File: src/sv/fcspm_pkg.sv
package fcspm_pkg;

  localparam int unsigned TEMP_W  = 12;
  localparam int unsigned PRESS_W = 14;
  localparam int unsigned VOLT_W  = 10;
  localparam int unsigned CFG_DATA_W = 14;
  localparam int unsigned CFG_IDX_W  = 3;

  localparam int unsigned PRESS_HOLD_TICKS = 30;
  localparam int unsigned VOLT_HOLD_TICKS  = 300;
  localparam int unsigned PRESS_CNT_W = $clog2(PRESS_HOLD_TICKS + 1);
  localparam int unsigned VOLT_CNT_W  = $clog2(VOLT_HOLD_TICKS + 2);

  localparam int unsigned IN_DATA_W  = 40;
  localparam int unsigned OUT_DATA_W = 8;

  typedef enum logic [CFG_IDX_W-1:0] {
    REG_TEMP_HIGH_ALARM = 3'd0,
    REG_TEMP_TRIP       = 3'd1,
    REG_TEMP_LOW_ALARM  = 3'd2,
    REG_TEMP_REC_LOW    = 3'd3,
    REG_TEMP_REC_HIGH   = 3'd4,
    REG_PRESS_OK        = 3'd5,
    REG_PRESS_LOW       = 3'd6,
    REG_VOLT_MIN        = 3'd7
  } cfg_reg_t;

  typedef enum logic [1:0] {
    VALVE_NONE  = 2'd0,
    VALVE_OPEN  = 2'd1,
    VALVE_CLOSE = 2'd2
  } valve_cmd_t;

  typedef struct packed {
    logic signed [TEMP_W-1:0] temp_high_alarm_level;
    logic signed [TEMP_W-1:0] temp_trip_level;
    logic signed [TEMP_W-1:0] temp_low_alarm_level;
    logic signed [TEMP_W-1:0] temp_recover_low;
    logic signed [TEMP_W-1:0] temp_recover_high;
    logic [PRESS_W-1:0]       press_ok_level;
    logic [PRESS_W-1:0]       press_low_level;
    logic [VOLT_W-1:0]        volt_min_level;
  } cfg_levels_t;

endpackage

File: src/sv/fcspm_cfg_regs.sv
module fcspm_cfg_regs (
  input  logic                              clk,
  input  logic                              rst,
  input  logic                              cfg_valid,
  output logic                              cfg_ready,
  input  logic [fcspm_pkg::CFG_IDX_W-1:0]   cfg_index,
  input  logic [fcspm_pkg::CFG_DATA_W-1:0]  cfg_data,
  output fcspm_pkg::cfg_levels_t            levels
);
  import fcspm_pkg::*;

  assign cfg_ready = 1'b1;

  always_ff @(posedge clk) begin
    if (rst) begin
      levels.temp_high_alarm_level <= 12'sd600;
      levels.temp_trip_level       <= 12'sd680;
      levels.temp_low_alarm_level  <= 12'sd150;
      levels.temp_recover_low      <= 12'sd200;
      levels.temp_recover_high     <= 12'sd500;
      levels.press_ok_level        <= 14'd300;
      levels.press_low_level       <= 14'd100;
      levels.volt_min_level        <= 10'd400;
    end else if (cfg_valid) begin
      case (cfg_reg_t'(cfg_index))
        REG_TEMP_HIGH_ALARM: levels.temp_high_alarm_level <= cfg_data[TEMP_W-1:0];
        REG_TEMP_TRIP:       levels.temp_trip_level       <= cfg_data[TEMP_W-1:0];
        REG_TEMP_LOW_ALARM:  levels.temp_low_alarm_level  <= cfg_data[TEMP_W-1:0];
        REG_TEMP_REC_LOW:    levels.temp_recover_low      <= cfg_data[TEMP_W-1:0];
        REG_TEMP_REC_HIGH:   levels.temp_recover_high     <= cfg_data[TEMP_W-1:0];
        REG_PRESS_OK:        levels.press_ok_level        <= cfg_data[PRESS_W-1:0];
        REG_PRESS_LOW:       levels.press_low_level       <= cfg_data[PRESS_W-1:0];
        REG_VOLT_MIN:        levels.volt_min_level        <= cfg_data[VOLT_W-1:0];
        default: ;
      endcase
    end
  end

endmodule

File: src/sv/fuel_cell_stack_protection_monitor_unit.sv
// channel   | dir | tdata / payload
// s_axis    | in  | cell_temp, hydrogen_press, stack_volt, stack_working
// m_axis    | out | four alarm flags, valve_cmd
// cfg       | in  | register index and level value
//
// one sample per cycle unless stalled: a sample is evaluated in the cycle it
// is accepted and its result sits in the output register on the next cycle
// the output register is the only stage; s_axis_tready drops only while a
// result is held and m_axis_tready is low
// rst (synchronous) restores the default levels and clears trips, counters
// and alarms
module fuel_cell_stack_protection_monitor_unit (
  input  logic                                clk,
  input  logic                                rst,
  input  logic                                s_axis_tvalid,
  output logic                                s_axis_tready,
  // [11:0] cell_temp, [25:12] hydrogen_press, [35:26] stack_volt,
  // [36] stack_working, [39:37] zero
  input  logic [fcspm_pkg::IN_DATA_W-1:0]     s_axis_tdata,
  output logic                                m_axis_tvalid,
  input  logic                                m_axis_tready,
  // [0] temp_high_alarm, [1] temp_low_alarm, [2] press_low_alarm,
  // [3] volt_low_alarm, [5:4] valve_cmd, [7:6] zero
  output logic [fcspm_pkg::OUT_DATA_W-1:0]    m_axis_tdata,
  input  logic                                cfg_valid,
  output logic                                cfg_ready,
  input  logic [fcspm_pkg::CFG_IDX_W-1:0]     cfg_index,
  input  logic [fcspm_pkg::CFG_DATA_W-1:0]    cfg_data
);
  import fcspm_pkg::*;

  cfg_levels_t levels;

  logic signed [TEMP_W-1:0] t;
  logic [PRESS_W-1:0]       p;
  logic [VOLT_W-1:0]        v;
  logic                     working;
  logic                     accept;

  logic temp_tripped, temp_tripped_next;
  logic press_tripped, press_tripped_next;
  logic volt_tripped, volt_tripped_next;
  logic [PRESS_CNT_W-1:0] press_low_ticks, press_low_ticks_next;
  logic [VOLT_CNT_W-1:0]  volt_low_ticks, volt_low_ticks_next;
  logic [VOLT_CNT_W-1:0]  volt_good_ticks, volt_good_ticks_next;
  logic [3:0]             alarm_flags, alarm_flags_next;
  valve_cmd_t             valve;

  fcspm_cfg_regs u_cfg (
    .clk       (clk),
    .rst       (rst),
    .cfg_valid (cfg_valid),
    .cfg_ready (cfg_ready),
    .cfg_index (cfg_index),
    .cfg_data  (cfg_data),
    .levels    (levels)
  );

  assign t       = s_axis_tdata[11:0];
  assign p       = s_axis_tdata[25:12];
  assign v       = s_axis_tdata[35:26];
  assign working = s_axis_tdata[36];

  assign s_axis_tready = !m_axis_tvalid || m_axis_tready;
  assign accept        = s_axis_tvalid && s_axis_tready;

  always_comb begin
    temp_tripped_next    = temp_tripped;
    press_tripped_next   = press_tripped;
    volt_tripped_next    = volt_tripped;
    press_low_ticks_next = press_low_ticks;
    volt_low_ticks_next  = volt_low_ticks;
    volt_good_ticks_next = volt_good_ticks;
    alarm_flags_next     = alarm_flags;
    valve                = VALVE_NONE;

    // temperature
    if (t > levels.temp_high_alarm_level) begin
      alarm_flags_next[0] = 1'b1;
      if (t > levels.temp_trip_level && !temp_tripped) begin
        valve             = VALVE_CLOSE;
        temp_tripped_next = 1'b1;
      end
    end else if (t < levels.temp_low_alarm_level) begin
      alarm_flags_next[1] = 1'b1;
    end else begin
      if (t >= levels.temp_recover_low && t <= levels.temp_recover_high) begin
        if (temp_tripped) begin
          valve             = VALVE_OPEN;
          temp_tripped_next = 1'b0;
        end
        alarm_flags_next[0] = 1'b0;
      end
      alarm_flags_next[1] = 1'b0;
    end

    // pressure
    if (p >= levels.press_ok_level) begin
      alarm_flags_next[2] = 1'b0;
      if (press_tripped) begin
        valve              = VALVE_OPEN;
        press_tripped_next = 1'b0;
      end
    end else if (p >= levels.press_low_level) begin
      press_low_ticks_next = '0;
    end else begin
      alarm_flags_next[2] = 1'b1;
      if (press_low_ticks == PRESS_CNT_W'(PRESS_HOLD_TICKS - 1)) begin
        valve                = VALVE_CLOSE;
        press_tripped_next   = 1'b1;
        press_low_ticks_next = '0;
      end else begin
        press_low_ticks_next = press_low_ticks + 1'b1;
      end
    end

    // voltage, only while working
    if (working) begin
      if (v >= levels.volt_min_level) begin
        volt_low_ticks_next = '0;
        alarm_flags_next[3] = 1'b0;
        if (volt_tripped) begin
          if (volt_good_ticks >= VOLT_CNT_W'(VOLT_HOLD_TICKS - 1)) begin
            valve                = VALVE_OPEN;
            volt_tripped_next    = 1'b0;
            volt_good_ticks_next = '0;
          end else begin
            volt_good_ticks_next = volt_good_ticks + 1'b1;
          end
        end
      end else begin
        if (volt_low_ticks >= VOLT_CNT_W'(VOLT_HOLD_TICKS)) begin
          alarm_flags_next[3] = 1'b1;
          volt_tripped_next   = 1'b1;
          valve               = VALVE_CLOSE;
          volt_low_ticks_next = '0;
        end else begin
          volt_low_ticks_next = volt_low_ticks + 1'b1;
        end
      end
    end
  end

  always_ff @(posedge clk) begin
    if (rst) begin
      temp_tripped    <= 1'b0;
      press_tripped   <= 1'b0;
      volt_tripped    <= 1'b0;
      press_low_ticks <= '0;
      volt_low_ticks  <= '0;
      volt_good_ticks <= '0;
      alarm_flags     <= '0;
      m_axis_tvalid   <= 1'b0;
    end else begin
      if (accept) begin
        temp_tripped    <= temp_tripped_next;
        press_tripped   <= press_tripped_next;
        volt_tripped    <= volt_tripped_next;
        press_low_ticks <= press_low_ticks_next;
        volt_low_ticks  <= volt_low_ticks_next;
        volt_good_ticks <= volt_good_ticks_next;
        alarm_flags     <= alarm_flags_next;
        m_axis_tvalid   <= 1'b1;
      end else if (m_axis_tready) begin
        m_axis_tvalid <= 1'b0;
      end
    end
  end

  always_ff @(posedge clk) begin
    if (accept) begin
      m_axis_tdata <= {2'b00, valve, alarm_flags_next};
    end
  end

endmodule

File: config.mk
export PLATFORM = sky130hd
export DESIGN_NAME = fuel_cell_stack_protection_monitor_unit
export DESIGN_NICKNAME = d
export VERILOG_FILES = /design/src/sv/fcspm_pkg.sv /design/src/sv/fcspm_cfg_regs.sv /design/src/sv/fuel_cell_stack_protection_monitor_unit.sv
export SDC_FILE = /design/constraint.sdc
export NUM_CORES = 1
export LEC_CHECK = 0
export BUFFER_PORTS_ARGS = -buffer_cell sky130_fd_sc_hd__buf_2
export CELL_PAD_IN_SITES_DETAIL_PLACEMENT = 2
export CELL_PAD_IN_SITES_GLOBAL_PLACEMENT = 2
export CORE_MARGIN = 4
export CORE_UTILIZATION = 34
export DETAILED_ROUTE_END_ITERATION = 10
export PLACE_DENSITY_LB_ADDON = 0.1
export SYNTH_ARGS = -nofsm -noshare
export SYNTH_HDL_FRONTEND = slang
export SYNTH_HIERARCHICAL = 1
export SYNTH_SLANG_ARGS = --single-unit
File: constraint.sdc
create_clock -name clk -period 2.5 [get_ports clk]
set_clock_uncertainty 0.2 [all_clocks]
set_input_delay 0.25 -clock clk [delete_from_list [all_inputs] [get_ports clk]]
set_output_delay 0.25 -clock clk [all_outputs]
set_load 0.1 [all_outputs]
# Word level (Yosys, flattened, before mapping)
# Index checks and enable logic that the tools add are counted.
# W data, S select, Z words.
totals:
  regBits: 135
  wordCells: 109
op_classes:
  add_sub_neg: 3
  magnitude_cmp: 10
  n_eq_ne: 11
  n_mux: 42
  bitwise: 1
  reduce_logical: 25
ops:
  columns: ["operator", "count"]
  rows:
  - ["$ge A14 B14 Y1", 2]
  - ["$mux W9", 3]
  - ["$mux W2", 13]
  - ["$gt A12 B12 Y1", 2]
  - ["$mux W1", 24]
  - ["$reduce_and A2 Y1", 10]
  - ["$add A9 B1 Y9 const B", 2]
  - ["$ge A9 B9 Y1 const B", 2]
  - ["$eq A3 B3 Y1 const B", 4]
  - ["$ge A12 B12 Y1", 1]
  - ["$le A12 B12 Y1", 1]
  - ["$lt A12 B12 Y1", 1]
  - ["$ge A10 B10 Y1", 1]
  - ["$mux W5", 2]
  - ["$reduce_and A4 Y1", 2]
  - ["$reduce_bool A2 Y1", 4]
  - ["$eq A3 B2 Y1 const B", 2]
  - ["$reduce_and A3 Y1", 2]
  - ["$add A5 B1 Y5 const B", 1]
  - ["$eq A5 B5 Y1 const B", 1]
  - ["$ne A2 B2 Y1 const B", 2]
  - ["$eq A3 B1 Y1 const B", 1]
  - ["$logic_and A1 B1 Y1", 3]
  - ["$logic_not A3 Y1", 1]
  - ["other kinds (4)", 5]

# Depth between registers and ports, before layout
depth:
  word_depth: 12
  depth_mapped: 10

# By module
# Netlist, hierarchy kept.
modules_own_cells:
  columns: ["mod", "n_inst", "cells_per_inst", "area_per_inst_um2", "seq_area_each_um2"]
  rows:
  - ["fuel_cell_stack_protection_monitor_unit", 1, 541, 4226.6, 800.8]
  - ["fcspm_cfg_regs", 1, 358, 3844.9, 1961.9]

# Worst setup path after synthesis
# OpenSTA, ideal clock, no wires.
synth_path:
  kind: "register to register"
  start: "reg m_axis_tvalid"
  end: "reg volt_good_ticks[1]"
  setup_time_ns: 0.066
  t_arrival_ns: 3.068
  setup_slack_ns: -0.834
  stages_incl_launch_ff: 8
  period_less_slack_ns: 3.334
  path_cell_list: "dfxtp_1 -> nand2b_1 -> nand2_1 -> clkinv_1 -> nand2_1 -> nor2_4 -> a31o_4 -> a21oi_2"
synth_between:
  elab_chain_cells: 4
synth_rtl:
  columns: ["element", "line", "text"]
  rows:
  - ["start, declared", "fuel_cell_stack_protection_monitor_unit.sv:20", "output logic m_axis_tvalid,"]
  - ["start signal, assigned", "fuel_cell_stack_protection_monitor_unit.sv:153", "m_axis_tvalid <= 1'b0;"]
  - ["start signal, assigned", "fuel_cell_stack_protection_monitor_unit.sv:163", "m_axis_tvalid <= 1'b1;"]
  - ["start signal, assigned", "fuel_cell_stack_protection_monitor_unit.sv:165", "m_axis_tvalid <= 1'b0;"]
  - ["$logic_not A1 Y1", "fuel_cell_stack_protection_monitor_unit.sv:64", "assign s_axis_tready = !m_axis_tvalid || m_axis_tready;"]
  - ["$logic_or A1 B1 Y1", "fuel_cell_stack_protection_monitor_unit.sv:64", null]
  - ["net s_axis_tready", "fuel_cell_stack_protection_monitor_unit.sv:16", "output logic s_axis_tready,"]
  - ["$logic_and A1 B1 Y1", "fuel_cell_stack_protection_monitor_unit.sv:65", "assign accept = s_axis_tvalid && s_axis_tready;"]
  - ["net accept", "fuel_cell_stack_protection_monitor_unit.sv:38", "logic accept;"]
  - ["$reduce_and A4 Y1 (no line)", null, null]
  - ["end signal, assigned", "fuel_cell_stack_protection_monitor_unit.sv:161", "volt_good_ticks <= volt_good_ticks_next;"]
  - ["end, declared", "fuel_cell_stack_protection_monitor_unit.sv:45", "logic [VOLT_CNT_W-1:0] volt_good_ticks, volt_good_ticks_next;"]
# The timed path passes the listed nets, and every way through them passes these cells.
# A chain may end at the register's enable or synchronous reset.

# Worst setup path in the final report
layout_path:
  start: "reg, netlist name u_cfg/levels[41]"
  end: "reg m_axis_tdata[0] in the netlist's numbering (data pin)"
layout_between:
  elab_chain_cells: 5
layout_rtl:
  columns: ["element", "line", "text"]
  rows:
  - ["$le A12 B12 Y1", "fuel_cell_stack_protection_monitor_unit.sv:87", "if (t >= levels.temp_recover_low && t <= levels.temp_recover_high) begin"]
  - ["$logic_and A1 B1 Y1", "fuel_cell_stack_protection_monitor_unit.sv:87", null]
  - ["$mux W1", "fuel_cell_stack_protection_monitor_unit.sv:87", null]
  - ["$mux W1", "fuel_cell_stack_protection_monitor_unit.sv:84", "end else if (t < levels.temp_low_alarm_level) begin"]
  - ["$mux W1", "fuel_cell_stack_protection_monitor_unit.sv:78", "if (t > levels.temp_high_alarm_level) begin"]
  - ["net alarm_flags_next[0]", "fuel_cell_stack_protection_monitor_unit.sv:46", "logic [3:0] alarm_flags, alarm_flags_next;"]
  - ["end signal, assigned", "fuel_cell_stack_protection_monitor_unit.sv:172", "m_axis_tdata <= {2'b00, valve, alarm_flags_next};"]
  - ["end, declared", "fuel_cell_stack_protection_monitor_unit.sv:24", "output logic [fcspm_pkg::OUT_DATA_W-1:0] m_axis_tdata,"]
# The timed path passes the listed nets, and every way through them passes these cells.

==> impl_metrics.csv <==
group,metric,value,unit
outcome,status,"finished, violations left",
outcome,violations,"setup timing",
sta,fin_crit,2600,ps
placed_design,gp_congestion,0.878,
sta,setup_viol,5,
clock_tree,insertion_delay,420,ps
worst_setup_path,cp_slowest_cell,"or4b_4",
grt,grt_use_total,0.203,
worst_setup_path,cp.required,2480,ps
logic_synthesis,yosysTopAreaCell,"dfxtp_1",
clock_tree,clock-sinks,135,
logic_synthesis,synth_area_leaders,"dfxtp_1 32%, ha_1 16%, mux2i_1 12%, nand2b_1 7.1%, inv_1 5.1%",
floorplan,start_util,0.345,
logic_synthesis,async_flop_share,0,
clock_tree,cts_tree,"done",
floorplan,num_rows,56,
grt,grt_overflow,0,
worst_setup_path,worstPathArrival,2570,ps
grt,grt_antenna_before_repair,0,
job,drv_cap,0,
logic_synthesis,synth_seq_area_share,0.342,
power_and_ir_drop,leakage,4.73,nW
grt,grt_pass1_vias,7851,
worst_setup_path,endpoint_kind,"flip-flop",
worst_setup_path,start_kind,"flip-flop",
final_layout,mostFrequentLayoutCells,"106 x dfxtp_1, 99 x inv_1, 98 x mux2i_1, 89 x nand2b_1, 77 x ha_1",
worst_hold_path,hp-class,"input pin to flip-flop",
logic_synthesis,synth_cells,899,
sta,slew_viol_final,0,
floorplan,die-width,162,um
drt,viasPerCell,5.03,
floorplan,die_h,162,um
logic_synthesis,synth.cell_area,8070,um^2
drt,vias,6834,
drt,first_pass_iters,4,
clock_tree,clockBufferDepth,2,
final_layout,final_common_cell,"dfxtp_1",
drt,drtIter0Drc,204,
logic_synthesis,avgSynthCellArea,8.98,um^2
worst_setup_path,regToRegStartpoint,"u_cfg/levels[41]",
sta,fin_ws,-97.4,ps
sta,period_share,1.04,
clock_tree,htree_levels,4,
final_layout,antennaDiodeCount,0,
power_and_ir_drop,total_power,5.73,mW
sta,worst_pin_slew,600,ps
drt,ant_nets,0,
clock_tree,cts-buffers-inserted,17,
drt,routed_wl,27000,um
logic_synthesis,synth.top_cell.area_share,0.320,
drt,drc_errors,0,
sta,finalHoldViolCount,0,
floorplan,core_area,23400,um^2
final_layout,nNetsFinal,1191,
grt,grt_max_degree,43,
worst_hold_path,min_from,"cfg_data[2]",
sta,max-slew-margin-rel,0.597,
placed_design,dpl.hpwl,20000,um
logic_synthesis,yosysWarnings,6,
worst_setup_path,worstPathCellList,"inv_1 > ha_1 > nand4_1 > or4_4 > o21ai_2 > a41oi_2 > or4b_4 > o21a_1",
power_and_ir_drop,power_density,541,nW/um^2
sta,setup_tns,-245,ps
power_and_ir_drop,vdd_drop_max,0.354,mV
drt,wl_per_cell,19.9,um
logic_synthesis,synth.distinct_cells,67,
grt,grt_pass1_wl,41900,um
worst_setup_path,cpPeakStageDelay,570,ps
placed_design,portBuffers,66,
sta,rsz0062_at_grt,"true",
logic_synthesis,synth_seq_cells,135,
clock_tree,root_buffer,"clkbuf_16",
logic_synthesis,synth_ff_type,"dfxtp_1",
logic_synthesis,synth_enable_flop_cells,6,
worst_setup_path,cp_max_fo,4,
worst_setup_path,crit_start,"u_cfg/levels[41]",
floorplan,dieArea,26300,um^2
worst_setup_path,critPathKind,"flip-flop to flip-flop",
final_layout,drive_gt1_frac,0.289,
clock_tree,path_clk_slew,60,ps
floorplan,ioPinCount,73,
sta,max_freq,385,MHz
final_layout,area_delta_synth_final,31.2,%
## flip-flops by register name, indices dropped and copies added (netlist names), 4 cells and up
register         count
alarm_flags          4
volt_good_ticks      9
volt_low_ticks       9
press_low_ticks      5
u_cfg/levels        98
m_axis_tdata         6
## cell families after synthesis
kind of cell	synth area share
AND/OR/NAND/NOR	0.191
buffers and inverters	0.0750
flip-flops	0.342
AO/OA/AOI/OAI	0.0963
adder cells (fa/ha/maj)	0.158
multiplexers	0.123
XOR/XNOR	0.0141
other	0.000930
## critical path: cells and delay by family (launching register included)
family          cells  cell delay, ps
buf+inv             1              60
flops               1             330
compound gates      3             290
simple gates        3            1180
fa+ha+maj           1             290
## routing by layer
| metal | vias to the layer above | GRT usage | share of wire |
|---|---|---|---|
| met5 | - | 0 | 0 |
| li1 | 3330 | - | - |
| met1 | 3395 | 0.227 | 0.41 |
| met3 | 31 | 0.0294 | 0.019 |
| met2 | 78 | 0.399 | 0.56 |
| met4 | 0 | 0.0519 | 0.018 |
## synth_stat cells, drive strengths merged (9+ instances only)
library cell  count
nand2            28
ha              102
nor2             79
nand4            11
xnor2             9
o21ai            28
nand2b           91
a21oi            38
nor3              9
inv             110
mux2i            99
buf              18
clkbuf           18
dfxtp           129
nand3            17
## report_power, final
group          leakage [nW]  switching (mW)  total, mW  internal, mW
sequential             1.11          0.0319       2.25          2.22
clock                 0.282            1.05       2.51          1.47
combinational          3.34           0.563      0.962         0.400
## what timing repair did
item / CTS / global route
setup endpoints to repair: 36 / 34
resized for setup: 69 / 94
pin swaps: 20 / 52
hold buffers: 9 / 0
setup buffers: 7 / 11
endpoints found under the hold margin: 12 / 0
## worst paths after layout
| path | end | cells past startpoint | slack (ps) |
|---|---|---|---|
| hold reg to reg | u_cfg/levels[34] | 2 | 270 |
| setup / recovery | m_axis_tdata[0] | 8 | -100 |
| hold / removal | u_cfg/levels[2] | 3 | 0.1 |
| setup reg to reg | m_axis_tdata[0] | 8 | -100 |
## stage by stage
stage               setup slack [ps]  hold WS (ps)  instance area, um^2  instances  utilization
global placement                -152           253                 9020       1302        0.386
finish                         -97.4         0.110                10600       1359        0.453
detailed placement              -345           271                 9020       1302        0.386
global route                    -164          12.3                10600       1359        0.453
CTS                             -165          1.71                10000       1350        0.429
floorplan                       53.8           172                 8080        900            -
## area by class of cell
class                      instances  area [um^2]
clock buffer                      21          470
clock inverter                    11          110
fill                            2573        12800
inverter                         111          417
multi-input combinational        618         5440
sequential                       135         2790
tap                              319          399
timing repair buffer             144          963
(Power assumes the default switching activity.)
